**config.mk**
```make
export PLATFORM = sky130hd
export DESIGN_NAME = voice_change_event_detector_flat
export DESIGN_NICKNAME = d
export VERILOG_FILES = /design/src/sv/vced_pkg.sv /design/src/sv/vced_obs_if.sv /design/src/sv/vced_evt_if.sv /design/src/sv/voice_change_event_detector.sv /design/src/sv/vced_compare.sv /design/src/sv/vced_emit.sv /design/src/flat_wrapper.sv
export SDC_FILE = /design/constraint.sdc
export NUM_CORES = 1
export LEC_CHECK = 0
export ABC_AREA = 1
export BUFFER_PORTS_ARGS = -buffer_cell sky130_fd_sc_hd__buf_2
export CAP_MARGIN = 5
export CORE_UTILIZATION = 55
export CTS_CLUSTER_DIAMETER = 120
export DETAILED_ROUTE_END_ITERATION = 16
export PLACE_DENSITY_LB_ADDON = 0.08
export SLEW_MARGIN = 15
export SYNTH_ARGS = -nofsm -noshare
export SYNTH_HDL_FRONTEND = slang
export SYNTH_SLANG_ARGS = --single-unit
```
**constraint.sdc**
```tcl
create_clock -name clk -period 7 [get_ports clk]
set_input_delay 0.7 -clock clk [delete_from_list [all_inputs] [get_ports clk]]
set_output_delay 0.7 -clock clk [all_outputs]
set_load 0.02 [all_outputs]
```
**src/sv/vced_pkg.sv**
```systemverilog
`default_nettype none
// ----------------------------------------------------------------------------
// vced_pkg
// Shared types and constants for the voice change event detector: voice
// observation layout, event kinds, configuration and the item passed from the
// compare stage to the event emitter.
// ----------------------------------------------------------------------------
package vced_pkg;

  localparam int VOICE_COUNT = 8;
  localparam int VOICE_W     = (VOICE_COUNT > 1) ? $clog2(VOICE_COUNT) : 1;
  localparam int NUM_KINDS   = 9;
  localparam int ADDR_W      = 3;
  localparam int DATA_W      = 32;

  localparam logic [7:0] CAPACITY_RESET = 8'd72;
  localparam logic [1:0] RELEASE_RESET  = 2'd0;

  // Register index decoded from paddr[2].
  localparam logic REG_CAPACITY = 1'b0;
  localparam logic REG_RELEASE  = 1'b1;

  typedef enum logic [3:0] {
    KIND_KEYON   = 4'd0,
    KIND_RELEASE = 4'd1,
    KIND_END     = 4'd2,
    KIND_SOURCE  = 4'd3,
    KIND_PITCH   = 4'd4,
    KIND_VOLUME  = 4'd5,
    KIND_NOISE   = 4'd6,
    KIND_PMOD    = 4'd7,
    KIND_ECHO    = 4'd8
  } event_kind_t;

  typedef struct packed {
    logic [7:0] capacity;
    logic [1:0] release_code;
  } cfg_t;

  // The part of an observation that is kept per voice (45 bits).
  typedef struct packed {
    logic        active;
    logic [1:0]  phase;
    logic [7:0]  source;
    logic [14:0] pitch;
    logic [7:0]  vol_l;
    logic [7:0]  vol_r;
    logic [2:0]  flags;
  } voice_obs_t;

  typedef struct packed {
    logic [2:0]  voice_index;
    logic        frame_start;
    logic [47:0] frame_stamp;
    logic        voice_active;
    logic [1:0]  env_phase;
    logic [10:0] env_level;
    logic [7:0]  sample_source;
    logic [14:0] eff_pitch;
    logic [7:0]  vol_left;
    logic [7:0]  vol_right;
    logic [2:0]  voice_flags;
  } obs_word_t;

  typedef struct packed {
    logic [2:0]           voice;
    logic                 frame_start;
    logic [47:0]          stamp;
    logic [10:0]          level;
    voice_obs_t           cur;
    logic [7:0]           old_source;
    logic [14:0]          old_pitch;
    logic [NUM_KINDS-1:0] mask;
  } item_t;

  typedef struct packed {
    logic        event_valid;
    logic [3:0]  event_kind;
    logic [2:0]  event_voice;
    logic [47:0] event_stamp;
    logic [14:0] first_param;
    logic [14:0] second_param;
    logic [7:0]  events_so_far;
    logic        overflow_seen;
    logic        last_of_item;
  } evt_word_t;

endpackage
`default_nettype wire

```
**src/sv/vced_obs_if.sv**
```systemverilog
`default_nettype none
// ----------------------------------------------------------------------------
// vced_obs_if
// Observation channel: one voice observation per word.
// ----------------------------------------------------------------------------
interface vced_obs_if;
  logic        valid;
  logic        ready;
  logic [2:0]  voice_index;
  logic        frame_start;
  logic [47:0] frame_stamp;
  logic        voice_active;
  logic [1:0]  env_phase;
  logic [10:0] env_level;
  logic [7:0]  sample_source;
  logic [14:0] eff_pitch;
  logic [7:0]  vol_left;
  logic [7:0]  vol_right;
  logic [2:0]  voice_flags;

  modport source (
    output valid, voice_index, frame_start, frame_stamp, voice_active, env_phase,
           env_level, sample_source, eff_pitch, vol_left, vol_right, voice_flags,
    input  ready
  );
  modport sink (
    input  valid, voice_index, frame_start, frame_stamp, voice_active, env_phase,
           env_level, sample_source, eff_pitch, vol_left, vol_right, voice_flags,
    output ready
  );
endinterface
`default_nettype wire

```
**src/sv/vced_evt_if.sv**
```systemverilog
`default_nettype none
// ----------------------------------------------------------------------------
// vced_evt_if
// Event channel: one event or status word per transfer.
// ----------------------------------------------------------------------------
interface vced_evt_if;
  logic        valid;
  logic        ready;
  logic        event_valid;
  logic [3:0]  event_kind;
  logic [2:0]  event_voice;
  logic [47:0] event_stamp;
  logic [14:0] first_param;
  logic [14:0] second_param;
  logic [7:0]  events_so_far;
  logic        overflow_seen;
  logic        last_of_item;

  modport source (
    output valid, event_valid, event_kind, event_voice, event_stamp, first_param,
           second_param, events_so_far, overflow_seen, last_of_item,
    input  ready
  );
  modport sink (
    input  valid, event_valid, event_kind, event_voice, event_stamp, first_param,
           second_param, events_so_far, overflow_seen, last_of_item,
    output ready
  );
endinterface
`default_nettype wire

```
**src/sv/voice_change_event_detector.sv**
```systemverilog
`default_nettype none
// ----------------------------------------------------------------------------
// voice_change_event_detector
// Compares each voice observation with the last one seen for that voice and
// reports key-on, release, end, source, pitch, volume and flag changes, with
// a per-frame event limit and overflow flag.
// ----------------------------------------------------------------------------
//   channel  dir  protocol       word
//   obs      in   valid/ready    one voice observation
//   evt      out  valid/ready    one event, or one status word
//   apb      in   APB, 3b addr   event_capacity (0x0), release_mode_code (0x4)
//
// An observation gives the emitter one word per event it produces, or a single
// status word when it produces none (1 to 9 words), via the single output
// register that the emitter fills one word per cycle while evt does not stall.
// The next observation is taken in the cycle its predecessor's last word is
// loaded, so observations that cause one word each flow at one per cycle while
// evt does not stall. Reset clears the voice history, frame count and overflow
// flag. A stall on evt holds the output word and, while busy, obs.ready.
// ----------------------------------------------------------------------------
module voice_change_event_detector (
  input  logic                          clk,
  input  logic                          rst,
  vced_obs_if.sink                      obs,
  vced_evt_if.source                    evt,
  input  logic                          psel,
  input  logic                          penable,
  input  logic                          pwrite,
  input  logic [vced_pkg::ADDR_W-1:0]   paddr,
  input  logic [vced_pkg::DATA_W-1:0]   pwdata,
  output logic [vced_pkg::DATA_W-1:0]   prdata,
  output logic                          pready
);
  import vced_pkg::*;

  cfg_t      cfg;
  obs_word_t obs_word;
  item_t     item;
  logic      load_ok;
  logic      take;
  logic      out_valid;
  evt_word_t out_word;

  assign pready = 1'b1;

  always_ff @(posedge clk) begin
    if (rst) begin
      cfg.capacity     <= CAPACITY_RESET;
      cfg.release_code <= RELEASE_RESET;
    end else if (psel && penable && pwrite && pready) begin
      case (paddr[2])
        REG_CAPACITY: cfg.capacity     <= pwdata[7:0];
        REG_RELEASE:  cfg.release_code <= pwdata[1:0];
        default:      cfg.capacity     <= cfg.capacity;
      endcase
    end
  end

  always_comb begin
    case (paddr[2])
      REG_CAPACITY: prdata = {24'd0, cfg.capacity};
      REG_RELEASE:  prdata = {30'd0, cfg.release_code};
      default:      prdata = '0;
    endcase
  end

  always_comb begin
    obs_word.voice_index   = obs.voice_index;
    obs_word.frame_start   = obs.frame_start;
    obs_word.frame_stamp   = obs.frame_stamp;
    obs_word.voice_active  = obs.voice_active;
    obs_word.env_phase     = obs.env_phase;
    obs_word.env_level     = obs.env_level;
    obs_word.sample_source = obs.sample_source;
    obs_word.eff_pitch     = obs.eff_pitch;
    obs_word.vol_left      = obs.vol_left;
    obs_word.vol_right     = obs.vol_right;
    obs_word.voice_flags   = obs.voice_flags;
  end

  assign obs.ready = load_ok;
  assign take      = obs.valid && load_ok;

  vced_compare u_compare (
    .clk  (clk),
    .rst  (rst),
    .cfg  (cfg),
    .obs  (obs_word),
    .take (take),
    .item (item)
  );

  vced_emit u_emit (
    .clk        (clk),
    .rst        (rst),
    .cfg        (cfg),
    .item_valid (obs.valid),
    .item_in    (item),
    .load_ok    (load_ok),
    .out_valid  (out_valid),
    .out_word   (out_word),
    .out_ready  (evt.ready)
  );

  assign evt.valid         = out_valid;
  assign evt.event_valid   = out_word.event_valid;
  assign evt.event_kind    = out_word.event_kind;
  assign evt.event_voice   = out_word.event_voice;
  assign evt.event_stamp   = out_word.event_stamp;
  assign evt.first_param   = out_word.first_param;
  assign evt.second_param  = out_word.second_param;
  assign evt.events_so_far = out_word.events_so_far;
  assign evt.overflow_seen = out_word.overflow_seen;
  assign evt.last_of_item  = out_word.last_of_item;

endmodule
`default_nettype wire

```
**src/sv/vced_compare.sv**
```systemverilog
`default_nettype none
// ----------------------------------------------------------------------------
// vced_compare
// Holds the last observation of every voice and compares an incoming word
// against it, giving the mask of events that the word causes. The stored
// observation is replaced at the edge that accepts the word.
// ----------------------------------------------------------------------------
module vced_compare (
  input  logic                clk,
  input  logic                rst,
  input  vced_pkg::cfg_t      cfg,
  input  vced_pkg::obs_word_t obs,
  input  logic                take,
  output vced_pkg::item_t     item
);
  import vced_pkg::*;

  voice_obs_t         prev_q [VOICE_COUNT];
  logic [VOICE_W-1:0] vidx;
  logic               hit;
  voice_obs_t         prev;
  voice_obs_t         cur;
  logic [14:0]        dp;
  logic [2:0]         tog;
  logic [NUM_KINDS-1:0] mask;

  always_comb begin
    vidx = VOICE_W'(obs.voice_index);
    hit  = 7'(obs.voice_index) < 7'(VOICE_COUNT);
    prev = prev_q[vidx];

    cur.active = obs.voice_active;
    cur.phase  = obs.env_phase;
    cur.source = obs.sample_source;
    cur.pitch  = obs.eff_pitch;
    cur.vol_l  = obs.vol_left;
    cur.vol_r  = obs.vol_right;
    cur.flags  = obs.voice_flags;

    dp  = (cur.pitch >= prev.pitch) ? (cur.pitch - prev.pitch) : (prev.pitch - cur.pitch);
    tog = prev.flags ^ cur.flags;

    mask               = '0;
    mask[KIND_KEYON]   = !prev.active && cur.active;
    mask[KIND_RELEASE] = (prev.phase != cfg.release_code) && (cur.phase == cfg.release_code);
    mask[KIND_END]     = prev.active && !cur.active;
    mask[KIND_SOURCE]  = prev.source != cur.source;
    mask[KIND_PITCH]   = dp > 15'd1;
    mask[KIND_VOLUME]  = (prev.vol_l != cur.vol_l) || (prev.vol_r != cur.vol_r);
    mask[KIND_NOISE]   = tog[0];
    mask[KIND_PMOD]    = tog[1];
    mask[KIND_ECHO]    = tog[2];
    // Voice numbers beyond the voice count are reported with a status word only.
    if (!hit) begin
      mask = '0;
    end

    item.voice       = obs.voice_index;
    item.frame_start = obs.frame_start;
    item.stamp       = obs.frame_stamp;
    item.level       = obs.env_level;
    item.cur         = cur;
    item.old_source  = prev.source;
    item.old_pitch   = prev.pitch;
    item.mask        = mask;
  end

  always_ff @(posedge clk) begin
    if (rst) begin
      for (int i = 0; i < VOICE_COUNT; i++) begin
        prev_q[i] <= '0;
      end
    end else if (take && hit) begin
      prev_q[vidx] <= cur;
    end
  end

endmodule
`default_nettype wire

```
**src/sv/vced_emit.sv**
```systemverilog
`default_nettype none
// ----------------------------------------------------------------------------
// vced_emit
// Walks the event mask of one item, one event per cycle unless stalled, keeps
// the per-frame event count and overflow flag, and drives the output register.
// ----------------------------------------------------------------------------
module vced_emit (
  input  logic                clk,
  input  logic                rst,
  input  vced_pkg::cfg_t      cfg,
  input  logic                item_valid,
  input  vced_pkg::item_t     item_in,
  output logic                load_ok,
  output logic                out_valid,
  output vced_pkg::evt_word_t out_word,
  input  logic                out_ready
);
  import vced_pkg::*;

  logic                 busy;
  logic                 first;
  item_t                item_q;
  logic [NUM_KINDS-1:0] mask_q;
  logic [7:0]           count;
  logic                 ovf;

  logic                 adv;
  logic                 clr;
  logic [7:0]           cnt_eff;
  logic                 ovf_eff;
  logic [3:0]           kind_idx;
  logic [NUM_KINDS-1:0] rest;
  logic                 any;
  logic                 can_emit;
  logic [7:0]           cnt_inc;
  logic                 last;
  logic [7:0]           cnt_next;
  logic                 ovf_next;
  evt_word_t            res;

  always_comb begin
    adv     = busy && (!out_valid || out_ready);
    clr     = first && item_q.frame_start;
    cnt_eff = clr ? 8'd0 : count;
    ovf_eff = clr ? 1'b0 : ovf;

    kind_idx = 4'd0;
    for (int i = NUM_KINDS - 1; i >= 0; i--) begin
      if (mask_q[i]) begin
        kind_idx = 4'(i);
      end
    end
    rest     = mask_q & (mask_q - 1'b1);
    any      = mask_q != '0;
    can_emit = any && (cnt_eff < cfg.capacity);
    cnt_inc  = cnt_eff + 8'd1;

    // Once the count reaches capacity the remaining events of the item drop.
    last     = can_emit ? ((rest == '0) || (cnt_inc >= cfg.capacity)) : 1'b1;
    cnt_next = can_emit ? cnt_inc : cnt_eff;
    ovf_next = can_emit ? (ovf_eff | (last && (rest != '0))) : (ovf_eff | any);

    res.event_valid   = can_emit;
    res.event_kind    = can_emit ? kind_idx : KIND_KEYON;
    res.event_voice   = item_q.voice;
    res.event_stamp   = item_q.stamp;
    res.first_param   = '0;
    res.second_param  = '0;
    res.events_so_far = cnt_next;
    res.overflow_seen = can_emit ? ovf_eff : ovf_next;
    res.last_of_item  = last;
    if (can_emit) begin
      case (event_kind_t'(kind_idx))
        KIND_KEYON: begin
          res.first_param = 15'(item_q.cur.source);
        end
        KIND_RELEASE, KIND_END: begin
          res.first_param = 15'(item_q.level);
        end
        KIND_SOURCE: begin
          res.first_param  = 15'(item_q.cur.source);
          res.second_param = 15'(item_q.old_source);
        end
        KIND_PITCH: begin
          res.first_param  = item_q.cur.pitch;
          res.second_param = item_q.old_pitch;
        end
        KIND_VOLUME: begin
          res.first_param  = 15'(item_q.cur.vol_l);
          res.second_param = 15'(item_q.cur.vol_r);
        end
        KIND_NOISE: begin
          res.first_param = 15'(item_q.cur.flags[0]);
        end
        KIND_PMOD: begin
          res.first_param = 15'(item_q.cur.flags[1]);
        end
        KIND_ECHO: begin
          res.first_param = 15'(item_q.cur.flags[2]);
        end
        default: begin
          res.first_param = '0;
        end
      endcase
    end

    load_ok = !busy || (adv && last);
  end

  always_ff @(posedge clk) begin
    if (rst) begin
      busy      <= 1'b0;
      first     <= 1'b0;
      count     <= 8'd0;
      ovf       <= 1'b0;
      out_valid <= 1'b0;
    end else begin
      if (adv) begin
        count     <= cnt_next;
        ovf       <= ovf_next;
        out_valid <= 1'b1;
        out_word  <= res;
      end else if (out_ready) begin
        out_valid <= 1'b0;
      end
      if (load_ok) begin
        busy <= item_valid;
      end
      // A new item replaces the walked mask; otherwise each loaded word steps it on.
      if (load_ok && item_valid) begin
        item_q <= item_in;
        mask_q <= item_in.mask;
        first  <= 1'b1;
      end else if (adv) begin
        mask_q <= rest;
        first  <= 1'b0;
      end
    end
  end

endmodule
`default_nettype wire

```
**src/flat_wrapper.sv**
```systemverilog
// flat-port wrapper written by rule: the top's interface ports become plain ports
module voice_change_event_detector_flat import vced_pkg::*;
  (clk, rst, psel, penable, pwrite, paddr, pwdata, prdata, pready, obs_valid, obs_voice_index, obs_frame_start, obs_frame_stamp, obs_voice_active, obs_env_phase, obs_env_level, obs_sample_source, obs_eff_pitch, obs_vol_left, obs_vol_right, obs_voice_flags, obs_ready, evt_valid, evt_event_valid, evt_event_kind, evt_event_voice, evt_event_stamp, evt_first_param, evt_second_param, evt_events_so_far, evt_overflow_seen, evt_last_of_item, evt_ready);
  vced_obs_if obs_i ();
  vced_evt_if evt_i ();
  input  logic clk;
  input  logic rst;
  input  logic psel;
  input  logic penable;
  input  logic pwrite;
  input  logic [vced_pkg::ADDR_W-1:0] paddr;
  input  logic [vced_pkg::DATA_W-1:0] pwdata;
  output logic [vced_pkg::DATA_W-1:0] prdata;
  output logic pready;
  input wire logic [$bits(obs_i.valid)-1:0] obs_valid;
  input wire logic [$bits(obs_i.voice_index)-1:0] obs_voice_index;
  input wire logic [$bits(obs_i.frame_start)-1:0] obs_frame_start;
  input wire logic [$bits(obs_i.frame_stamp)-1:0] obs_frame_stamp;
  input wire logic [$bits(obs_i.voice_active)-1:0] obs_voice_active;
  input wire logic [$bits(obs_i.env_phase)-1:0] obs_env_phase;
  input wire logic [$bits(obs_i.env_level)-1:0] obs_env_level;
  input wire logic [$bits(obs_i.sample_source)-1:0] obs_sample_source;
  input wire logic [$bits(obs_i.eff_pitch)-1:0] obs_eff_pitch;
  input wire logic [$bits(obs_i.vol_left)-1:0] obs_vol_left;
  input wire logic [$bits(obs_i.vol_right)-1:0] obs_vol_right;
  input wire logic [$bits(obs_i.voice_flags)-1:0] obs_voice_flags;
  output wire logic [$bits(obs_i.ready)-1:0] obs_ready;
  output wire logic [$bits(evt_i.valid)-1:0] evt_valid;
  output wire logic [$bits(evt_i.event_valid)-1:0] evt_event_valid;
  output wire logic [$bits(evt_i.event_kind)-1:0] evt_event_kind;
  output wire logic [$bits(evt_i.event_voice)-1:0] evt_event_voice;
  output wire logic [$bits(evt_i.event_stamp)-1:0] evt_event_stamp;
  output wire logic [$bits(evt_i.first_param)-1:0] evt_first_param;
  output wire logic [$bits(evt_i.second_param)-1:0] evt_second_param;
  output wire logic [$bits(evt_i.events_so_far)-1:0] evt_events_so_far;
  output wire logic [$bits(evt_i.overflow_seen)-1:0] evt_overflow_seen;
  output wire logic [$bits(evt_i.last_of_item)-1:0] evt_last_of_item;
  input wire logic [$bits(evt_i.ready)-1:0] evt_ready;
  assign obs_i.valid = obs_valid;
  assign obs_i.voice_index = obs_voice_index;
  assign obs_i.frame_start = obs_frame_start;
  assign obs_i.frame_stamp = obs_frame_stamp;
  assign obs_i.voice_active = obs_voice_active;
  assign obs_i.env_phase = obs_env_phase;
  assign obs_i.env_level = obs_env_level;
  assign obs_i.sample_source = obs_sample_source;
  assign obs_i.eff_pitch = obs_eff_pitch;
  assign obs_i.vol_left = obs_vol_left;
  assign obs_i.vol_right = obs_vol_right;
  assign obs_i.voice_flags = obs_voice_flags;
  assign obs_ready = obs_i.ready;
  assign evt_valid = evt_i.valid;
  assign evt_event_valid = evt_i.event_valid;
  assign evt_event_kind = evt_i.event_kind;
  assign evt_event_voice = evt_i.event_voice;
  assign evt_event_stamp = evt_i.event_stamp;
  assign evt_first_param = evt_i.first_param;
  assign evt_second_param = evt_i.second_param;
  assign evt_events_so_far = evt_i.events_so_far;
  assign evt_overflow_seen = evt_i.overflow_seen;
  assign evt_last_of_item = evt_i.last_of_item;
  assign evt_i.ready = evt_ready;
  voice_change_event_detector u_core (.clk(clk), .rst(rst), .obs(obs_i), .evt(evt_i), .psel(psel), .penable(penable), .pwrite(pwrite), .paddr(paddr), .pwdata(pwdata), .prdata(prdata), .pready(pready));
endmodule
```
==> results.py, run 1 <==
metrics = {
    "timing": {
        "setup_repair_after_global_routing_missed_its_margin": "false",
        "finalHoldWorstSlack_ps": 279,
        "drv_slew": 0,
        "max_slew_margin_pct": 26.3,
        "setup_viol": 0,
        "finalCritPeriodShare_pct": 76.0,
        "hold_viol_final": 0,
        "postLayoutSetupSlackWorst_ps": 1680,
        "final.min_clock_period_ps": 5320,
        "fmax_ghz": 0.188,
        "fin_worst_skew_ps": 22.0,
        "setup_tns_ps": 0,
        "worst_max_slew_pin_slew_ps": 1100,
    },
    "cts": {
        "cts.clk_slew.worst_paths_ps": 60,
        "htree_levels": 3,
        "cts_tree": "yes",
        "cts_hold_buffers": 0,
        "ctsResizeCount": 0,
        "clk-insertion-delay-late_ps": 610,
        "postCtsSetupRepairBufs": 0,
        "tritoncts.num_buffers": 66,
        "cts_num_sinks": 615,
        "clk_path_buf_depth": 3,
        "root_buffer": "clkbuf_16",
    },
    "power_and_ir_drop": {
        "power_density_nw_per_um2": 277,
        "total_leakage_power_uw": 0.0133,
        "worst_ir_drop_vdd_uv": 252,
    },
    "die": {
        "core_um2": 49400,
        "fp.dieW_um": 226,
        "fp.dieArea_um2": 51300,
        "pin_count": 281,
        "die_height_um": 226,
        "row_count": 81,
        "initial_utilization_pct": 56.1,
    },
    "detailed_routing": {
        "via_per_inst": 5.56,
        "post_drt_wl_per_cell_um": 21.5,
        "final_antenna_net_count": 0,
        "route.final.wire_length_um": 76300,
        "first_iter_violations": 1913,
        "drc": 0,
        "routed-via-count": 19800,
        "firstDrtPassIters": 6,
    },
    "synth": {
        "synth.top_cells.by_area": "edfxtp_1 64%, nand2_1 9.0%, nor2_1 6.4%, inv_1 3.0%, ha_1 2.2%",
        "post-synth-top-area-cell": "edfxtp_1",
        "yosysWarningCount": 0,
        "synth_area_per_cell_um2": 10.6,
        "synth_ff_type": "edfxtp_1",
        "synth_enable_flop_cells": 593,
        "synth.ff_latch_count": 615,
        "synth_cell_types": 45,
        "synthArstFlopShare_pct": 0,
        "mappedNetlistArea_um2": 27700,
        "seq_area_frac_synth_pct": 65.9,
        "yosys.area.top_type_share_pct": 64.3,
        "synthCells": 2604,
    },
    "hold_path": {
        "hold_path.class": "in2reg",
    },
    "setup_path": {
        "worst-endpoint-required_ps": 7250,
        "cp.buffers_inverters": 2,
        "slowest_stage": "nor2_8",
        "worstPathMaxFanout": 46,
        "cp_slowest_stage_delay_ps": 640,
        "cp-start-kind": "register",
        "critical_path_arrival_ps": 5570,
        "worstSetupPathType": "reg2reg",
        "critical_path.endpoint_type": "register",
        "worstPathCellList": "nand2_1 -> inv_1 -> nor2_1 -> ha_1 -> nand3_1 -> nor3_1 -> xor2_1 -> ha_1 -> nand2_1 -> o21ai_0 -> nor2_1 -> nand2_1 -> nor2_1 -> nand3_2 -> nand2_2 -> nand2_4 -> nand2_4 -> nor2_8 -> nand2_8 -> nand2_2 -> buf_4",
        "cp_top_family": "simple AND/OR/NAND/NOR gates",
    },
    "placed_design": {
        "dp_worst_setup_slack_ps": 1370,
        "hpwl_um": 47900,
        "placement.cell_area_um2": 29300,
        "globalplace.congestion": 0.920,
        "io_buffers": 229,
    },
    "final_layout": {
        "final_design_area_no_fill_um2": 31500,
        "finish.utilization_pct": 63.7,
        "area_delta_synth_final_pct": 13.5,
        "layout-drive-gt1-share_pct": 13.7,
        "nFillCells": 3966,
        "fin_nets": 3042,
    },
    "global_routing": {
        "first_pass_grt_wire_length_um": 112000,
        "global_route.usage.total_pct": 29.9,
        "grt_overflow_total": 0,
        "grt_start_max_net_pins": 84,
        "antenna_found_initial": 3,
        "grt_pass1_vias": 18700,
    },
    "flow_run": {
        "number_of_max_cap_violations": 0,
    },
    "run_status": {
        "run_status": "completed",
    },
}
[path summary, 6_finish.rpt]
path / start / to / slack [ps] / cells after the start
setup / recovery: u_core.u_emit.item_q[136] / u_core.u_compare.prev_q[2][29] / 1680 / 21
hold / removal: obs_frame_stamp[2] / u_core.u_emit.item_q[90] / 280 / 1
setup reg to reg: u_core.u_emit.item_q[136] / u_core.u_compare.prev_q[2][29] / 1680 / 21
hold reg to reg: u_core.u_emit.item_q[130] / u_core.u_emit.out_word[82] / 410 / 0
[worst register-to-register path, stage by stage (launching register included)]
cell	delay (ps)
edfxtp_1	360
nand2_1	90
inv_1	130
nor2_1	330
ha_1	260
nand3_1	130
nor3_1	200
xor2_1	150
ha_1	310
nand2_1	60
o21ai_0	180
nor2_1	60
nand2_1	60
nor2_1	60
nand3_2	110
nand2_2	80
nand2_4	80
nand2_4	120
nor2_8	650
nand2_8	520
nand2_2	560
buf_4	460
[routing by layer]
metal  up-vias  track usage (%)  wire length, µm
met2       973             48.5            35800
met5         -                0               21
met1      9552             40.8            31500
li1       9113                -                -
met4         4             9.76             1960
met3       129             5.71             6970
[layout by cell type, fill, tap and decap left out, types with 45 or more instances in the layout]
cell	n
a21oi_1	87
buf_2	229
clkbuf_16	69
clkinv_1	45
edfxtp_1	593
ha_1	48
inv_1	225
nand2_1	655
nand3_1	69
nor2_1	472
o21ai_0	62
[per-stage QoR]
| step | std cells | total power (µW) |
|---|---|---|
| global placement | 3438 | 5330 |
| global route | 3555 | 9000 |
| floorplan | 2627 | 4990 |
| detailed placement | 3438 | 5340 |
| finish | 3555 | 8710 |
| CTS | 3554 | 8740 |
[final cells by class]
| type | instances | area (µm²) | share of cell area (%) |
|---|---|---|---|
| Sequential cell | 615 | 18200 | 58.0 |
| Multi-Input combinational cell | 1630 | 7820 | 24.9 |
| Clock buffer | 88 | 1830 | 5.81 |
| Timing Repair Buffer | 269 | 1460 | 4.64 |
| Inverter | 260 | 976 | 3.10 |
| Tap cell | 664 | 831 | 2.64 |
| Clock inverter | 28 | 288 | 0.915 |
| Antenna cell | 1 | 2.50 | 0.00796 |
[power breakdown]
part / switching, µW / internal (µW) / total (µW) / leakage (µW)
clock network: 1380 / 2050 / 3430 / 0.00102
logic: 719 / 271 / 990 / 0.00624
registers: 53.0 / 4230 / 4290 / 0.00608
[kinds of logic after synthesis]
group | synth area share (%)
and+or+nand+nor | 19.0
DFF | 65.9
buffers and inverters | 6.41
AOI/OAI and AO/OA | 5.14
adders and majority gates | 2.31
xor gates and xnor gates | 1.20
other | 0.0271
[state kept, by name, indices dropped and copies added (netlist names)]
signal and flops:
u_core.u_emit.busy 1, u_core.u_compare.prev_q 360, u_core.u_emit.count 8, u_core.u_emit.item_q 128, u_core.u_emit.out_valid 1, u_core.u_emit.out_word 96, u_core.u_emit.first 1, u_core.u_emit.ovf 1
u_core.cfg 10, u_core.u_emit.mask_q 9
[cell usage after synthesis, types with 7 or more instances]
master	number
nand2_1	663
edfxtp_1	593
nor2_1	473
inv_1	225
a21oi_1	87
nand3_1	69
o21ai_0	62
clkbuf_1	49
ha_1	48
a22o_1	36
nand4_1	36
xor2_1	35
buf_6	32
clkinv_1	30
buf_4	25
a221oi_1	22
dfxtp_1	22
buf_1	10
a22oi_1	8
nand2_8	8
nor3_1	8
o22ai_1	7
Power figures use the tool's default switching activity.
==> inputs of run 2 (changes only) <==
==> constraint.sdc (replaced) <==
create_clock -name clk -period 4.92 [get_ports clk]
set_input_delay 0.492 -clock clk [delete_from_list [all_inputs] [get_ports clk]]
set_output_delay 0.492 -clock clk [all_outputs]
set_load 0.02 [all_outputs]
==> results.py, run 2 (synthesis gave the netlist of run 1 again) <==
metrics = {
    "detailed_routing": {
        "drc": 0,
        "firstDrtPassIters": 5,
        "post_drt_wl_per_cell_um": 20.9,
        "route.final.wire_length_um": 75500,
        "via_per_inst": 5.46,
        "routed-via-count": 19700,
        "final_antenna_net_count": 0,
        "first_iter_violations": 1826,
    },
    "timing": {
        "postLayoutSetupSlackWorst_ps": 394,
        "drv_slew": 0,
        "fin_worst_skew_ps": 31.1,
        "finalCritPeriodShare_pct": 92.0,
        "worst_max_slew_pin_slew_ps": 1160,
        "setup_repair_after_global_routing_missed_its_margin": "false",
        "final.min_clock_period_ps": 4530,
        "setup_tns_ps": 0,
        "setup_viol": 0,
        "hold_viol_final": 0,
        "fmax_ghz": 0.221,
        "max_slew_margin_pct": 22.4,
    },
    "global_routing": {
        "antenna_found_initial": 1,
        "grt_pass1_vias": 18600,
        "first_pass_grt_wire_length_um": 112000,
        "global_route.usage.total_pct": 29.8,
        "grt_start_max_net_pins": 97,
        "grt_overflow_total": 0,
    },
    "final_layout": {
        "final_cell_count_no_fill": 3614,
        "fin_nets": 3105,
        "area_delta_synth_final_pct": 15.3,
        "mostFrequentLayoutCell": "nand2_1",
        "largest_register_ff_count": 360,
        "diodes": 0,
        "largestRegisters": "u_core.u_compare.prev_q x360, u_core.u_emit.item_q x128, u_core.u_emit.out_word x96",
        "commonest_cells_after_routing_fill_and_taps_aside": "655 x nand2_1, 593 x edfxtp_1, 471 x nor2_1",
        "layout-drive-gt1-share_pct": 15.6,
        "final_design_area_no_fill_um2": 32000,
        "registers.top_by_ff_count": "u_core.u_compare.prev_q",
    },
    "die": {
        "initial_utilization_pct": 56.1,
        "core_um2": 49400,
        "row_count": 81,
        "fp.dieArea_um2": 51300,
        "die_height_um": 226,
        "fp.dieW_um": 226,
        "pin_count": 281,
    },
    "cts": {
        "root_buffer": "clkbuf_16",
        "cts.clk_slew.worst_paths_ps": 60,
        "clk-insertion-delay-late_ps": 600,
        "htree_levels": 3,
        "cts_hold_buffers": 0,
        "ctsResizeCount": 0,
        "clk_path_buf_depth": 3,
        "tritoncts.num_buffers": 66,
        "postCtsSetupRepairBufs": 0,
        "cts_num_sinks": 615,
        "cts_tree": "yes",
    },
    "setup_path": {
        "cp_slowest_stage_delay_ps": 620,
        "worst-endpoint-required_ps": 5210,
        "worstSetupPathType": "reg2reg",
        "worstPathCellList": "nand2_1 -> inv_1 -> nor2_1 -> ha_1 -> nand3_1 -> nor3_1 -> xor2_1 -> ha_1 -> nand2_1 -> nor2_1 -> and2_1 -> nor2_1 -> nand3_2 -> nand2_2 -> nand2_4 -> nand2_4 -> nor2_8 -> nand2_8 -> nand2_4 -> buf_12",
        "slowest_stage": "nor2_8",
        "critical_path_arrival_ps": 4810,
        "worstPathMaxFanout": 21,
        "cp.buffers_inverters": 2,
        "cp-start-kind": "register",
        "cp_top_family": "simple AND/OR/NAND/NOR gates",
        "critical_path.endpoint_type": "register",
    },
    "run_status": {
        "run_status": "completed",
    },
    "flow_run": {
        "number_of_max_cap_violations": 0,
    },
    "placed_design": {
        "io_buffers": 229,
        "placement.cell_area_um2": 30000,
        "hpwl_um": 50300,
        "placed_cells": 3501,
        "globalplace.congestion": 0.906,
        "dp_worst_setup_slack_ps": 339,
    },
    "hold_path": {
        "hold_path.class": "in2reg",
    },
    "power_and_ir_drop": {
        "total_leakage_power_uw": 0.0136,
        "post-layout-total-power_uw": 12200,
        "power_density_nw_per_um2": 380,
        "worst_ir_drop_vdd_uv": 298,
    },
}
## run 2: worst paths after layout
path                                   end                 startpoint  cells after the start  slack [ps]
max          u_core.u_compare.prev_q[4][0]  u_core.u_emit.item_q[136]                     20         390
max reg2reg  u_core.u_compare.prev_q[4][0]  u_core.u_emit.item_q[136]                     20         390
min reg2reg     u_core.u_emit.out_word[41]   u_core.u_emit.item_q[89]                      0         420
min              u_core.u_emit.item_q[100]        obs_frame_stamp[12]                      1          80
## run 2: routing by layer
layer | vias up | track usage [%] | wire [µm]
li1 | 9229 | - | -
met1 | 9530 | 40.4 | 31400
met2 | 851 | 48.9 | 35800
met3 | 132 | 5.46 | 6320
met4 | 2 | 8.94 | 1960
met5 | - | 0 | 7
## run 2: where the power goes
part	switching (µW)	internal, µW
logic	1030	458
clock network	1940	2630
registers	75.7	6020
## run 2: through the flow
step,hold WS (ps),utilization (%)
CTS,48.4,64.7
floorplan,400,-
detailed placement,405,60.8
global placement,401,60.8
global route,56.9,64.7
finish,77.5,64.7
## run 2: final cells by class
| type | count | area, µm² |
|---|---|---|
| Clock buffer | 81 | 1720 |
| Clock inverter | 32 | 239 |
| Fill cell | 3850 | 17400 |
| Inverter | 260 | 976 |
| Multi-Input combinational cell | 1630 | 7830 |
| Sequential cell | 615 | 18200 |
| Tap cell | 664 | 831 |
| Timing Repair Buffer | 332 | 2110 |
==> inputs of run 3 (changes only) <==
--- a/config.mk
+++ b/config.mk
@@ -11,7 +11,7 @@
 export CORE_UTILIZATION = 55
 export CTS_CLUSTER_DIAMETER = 120
 export DETAILED_ROUTE_END_ITERATION = 16
-export PLACE_DENSITY_LB_ADDON = 0.08
+export PLACE_DENSITY = 0.73
 export SLEW_MARGIN = 15
 export SYNTH_ARGS = -nofsm -noshare
 export SYNTH_HDL_FRONTEND = slang
==> results.py, run 3 (synthesis gave the netlist of run 1 again) <==
metrics = {
    "final_layout": {
        "commonest_cells_after_routing_fill_and_taps_aside": "655 x nand2_1, 593 x edfxtp_1, 472 x nor2_1",
        "largestRegisters": "u_core.u_compare.prev_q x360, u_core.u_emit.item_q x128, u_core.u_emit.out_word x96",
        "layout-drive-gt1-share_pct": 15.9,
        "registers.top_by_ff_count": "u_core.u_compare.prev_q",
        "largest_register_ff_count": 360,
        "mostFrequentLayoutCell": "nand2_1",
        "area_delta_synth_final_pct": 15.4,
        "fin_nets": 3115,
    },
    "power_and_ir_drop": {
        "total_leakage_power_uw": 0.0137,
        "worst_ir_drop_vdd_uv": 302,
        "power_density_nw_per_um2": 378,
    },
    "detailed_routing": {
        "routed-via-count": 20000,
        "route.final.wire_length_um": 75500,
        "via_per_inst": 5.51,
        "drc": 0,
        "post_drt_wl_per_cell_um": 20.8,
        "first_iter_violations": 2200,
        "firstDrtPassIters": 5,
        "final_antenna_net_count": 0,
    },
    "setup_path": {
        "cp-start-kind": "register",
        "worst-endpoint-required_ps": 5180,
        "worstSetupPathType": "reg2reg",
        "slowest_stage": "nand2_4",
        "cp_top_family": "simple AND/OR/NAND/NOR gates",
        "cp_slowest_stage_delay_ps": 610,
        "worstPathCellList": "nand2_1 -> inv_1 -> nor2_1 -> ha_1 -> nand3_1 -> nor3_1 -> xor2_1 -> ha_1 -> nand2_1 -> o21ai_0 -> nor2_1 -> nand2_1 -> nor2_1 -> nand3_2 -> nand2_2 -> nand2_4 -> nand2_4 -> nor2_8 -> nand2_8 -> nand2_4",
        "critical_path_arrival_ps": 4630,
        "cp.buffers_inverters": 1,
        "worstPathMaxFanout": 45,
        "critical_path.endpoint_type": "register",
    },
    "die": {
        "pin_count": 281,
        "die_height_um": 226,
        "fp.dieArea_um2": 51300,
        "fp.dieW_um": 226,
        "row_count": 81,
        "core_um2": 49400,
        "initial_utilization_pct": 56.1,
    },
    "timing": {
        "worst_max_slew_pin_slew_ps": 1150,
        "drv_slew": 0,
        "setup_tns_ps": 0,
        "max_slew_margin_pct": 23.3,
        "finalCritPeriodShare_pct": 88.8,
        "setup_repair_after_global_routing_missed_its_margin": "false",
        "fin_worst_skew_ps": 25.0,
        "final.min_clock_period_ps": 4370,
        "fmax_ghz": 0.229,
        "postLayoutSetupSlackWorst_ps": 551,
        "hold_viol_final": 0,
        "setup_viol": 0,
    },
    "placed_design": {
        "globalplace.congestion": 0.923,
        "hpwl_um": 49800,
        "dp_worst_setup_slack_ps": 346,
        "io_buffers": 229,
    },
    "global_routing": {
        "global_route.usage.total_pct": 29.6,
        "grt_overflow_total": 0,
        "grt_pass1_vias": 19100,
        "grt_start_max_net_pins": 116,
        "antenna_found_initial": 4,
        "first_pass_grt_wire_length_um": 112000,
    },
    "cts": {
        "cts_hold_buffers": 0,
        "tritoncts.num_buffers": 61,
        "clk_path_buf_depth": 3,
        "htree_levels": 2,
        "clk-insertion-delay-late_ps": 640,
        "cts_num_sinks": 615,
        "postCtsSetupRepairBufs": 0,
        "ctsResizeCount": 0,
        "cts.clk_slew.worst_paths_ps": 60,
        "root_buffer": "clkbuf_16",
        "cts_tree": "yes",
    },
    "run_status": {
        "run_status": "completed",
    },
    "flow_run": {
        "number_of_max_cap_violations": 0,
    },
    "hold_path": {
        "hold_path.class": "in2reg",
    },
}
run 3: cell types whose count changed in the layout (fill, tap and decap cells not counted), sizes merged:
cell,change
inv,-1
bufinv,+1
diode,+4
clkinvlp,+1
buf,+15
clkbuf,-2
run 3: routing by layer:
| layer | vias up | track usage, % | routed length [µm] |
|---|---|---|---|
| met3 | 129 | 4.78 | 7910 |
| met5 | - | 0 | 11 |
| met4 | 2 | 10.4 | 2000 |
| met1 | 9561 | 40.3 | 29900 |
| li1 | 9253 | - | - |
| met2 | 1084 | 48.5 | 35700 |
run 3: worst reg2reg max path: cells and delay by family, from the launching register on:
kind	cells	cell delay, ps
xor+xnor	1	140
fa+ha+maj	2	550
buf+inv	1	130
flops	1	360
simple gates	15	2640
compound gates	1	150
run 3: path summary, 6_finish.rpt:
kind	endpoint	cells past startpoint	from	slack [ps]
max	u_core.u_compare.prev_q[0][33]	20	u_core.u_emit.item_q[136]	550
min	u_core.u_emit.item_q[96]	1	obs_frame_stamp[8]	30
max reg2reg	u_core.u_compare.prev_q[0][33]	20	u_core.u_emit.item_q[136]	550
min reg2reg	u_core.u_emit.out_word[46]	0	u_core.u_emit.item_q[94]	400
run 3: cell type report:
type / count / area [µm²]
inverter: 260 / 976
antenna: 4 / 10.0
tap: 664 / 831
clock buffer: 79 / 1620
sequential: 615 / 18200
multi-input combinational: 1630 / 7830
timing repair buffer: 347 / 2180
clock inverter: 33 / 279
fill: 3785 / 17400
run 3: where the power goes:
| part | leakage, µW | total (µW) | internal, µW | switching [µW] |
|---|---|---|---|---|
| registers | 0.00608 | 6100 | 6020 | 82.6 |
| logic | 0.00666 | 1520 | 480 | 1040 |
| clock network | 0.000926 | 4450 | 2510 | 1940 |
| total | 0.0137 | 12100 | 9010 | 3060 |
run 3: metrics by stage:
stage | total power (µW) | instances | hold slack (ps) | util (%) | instance area [µm²]
6_report | 12100 | 3632 | 27.5 | 64.8 | 32000
5_1_grt | 12500 | 3631 | 18.9 | 64.8 | 32000
4_1_cts | 12100 | 3628 | 3.42 | 64.8 | 32000
3_5_place_dp | 7710 | 3516 | 405 | 60.9 | 30100
3_3_place_gp | 7680 | 3516 | 400 | 60.9 | 30100
2_1_floorplan | 7100 | 2627 | 400 | - | 27800
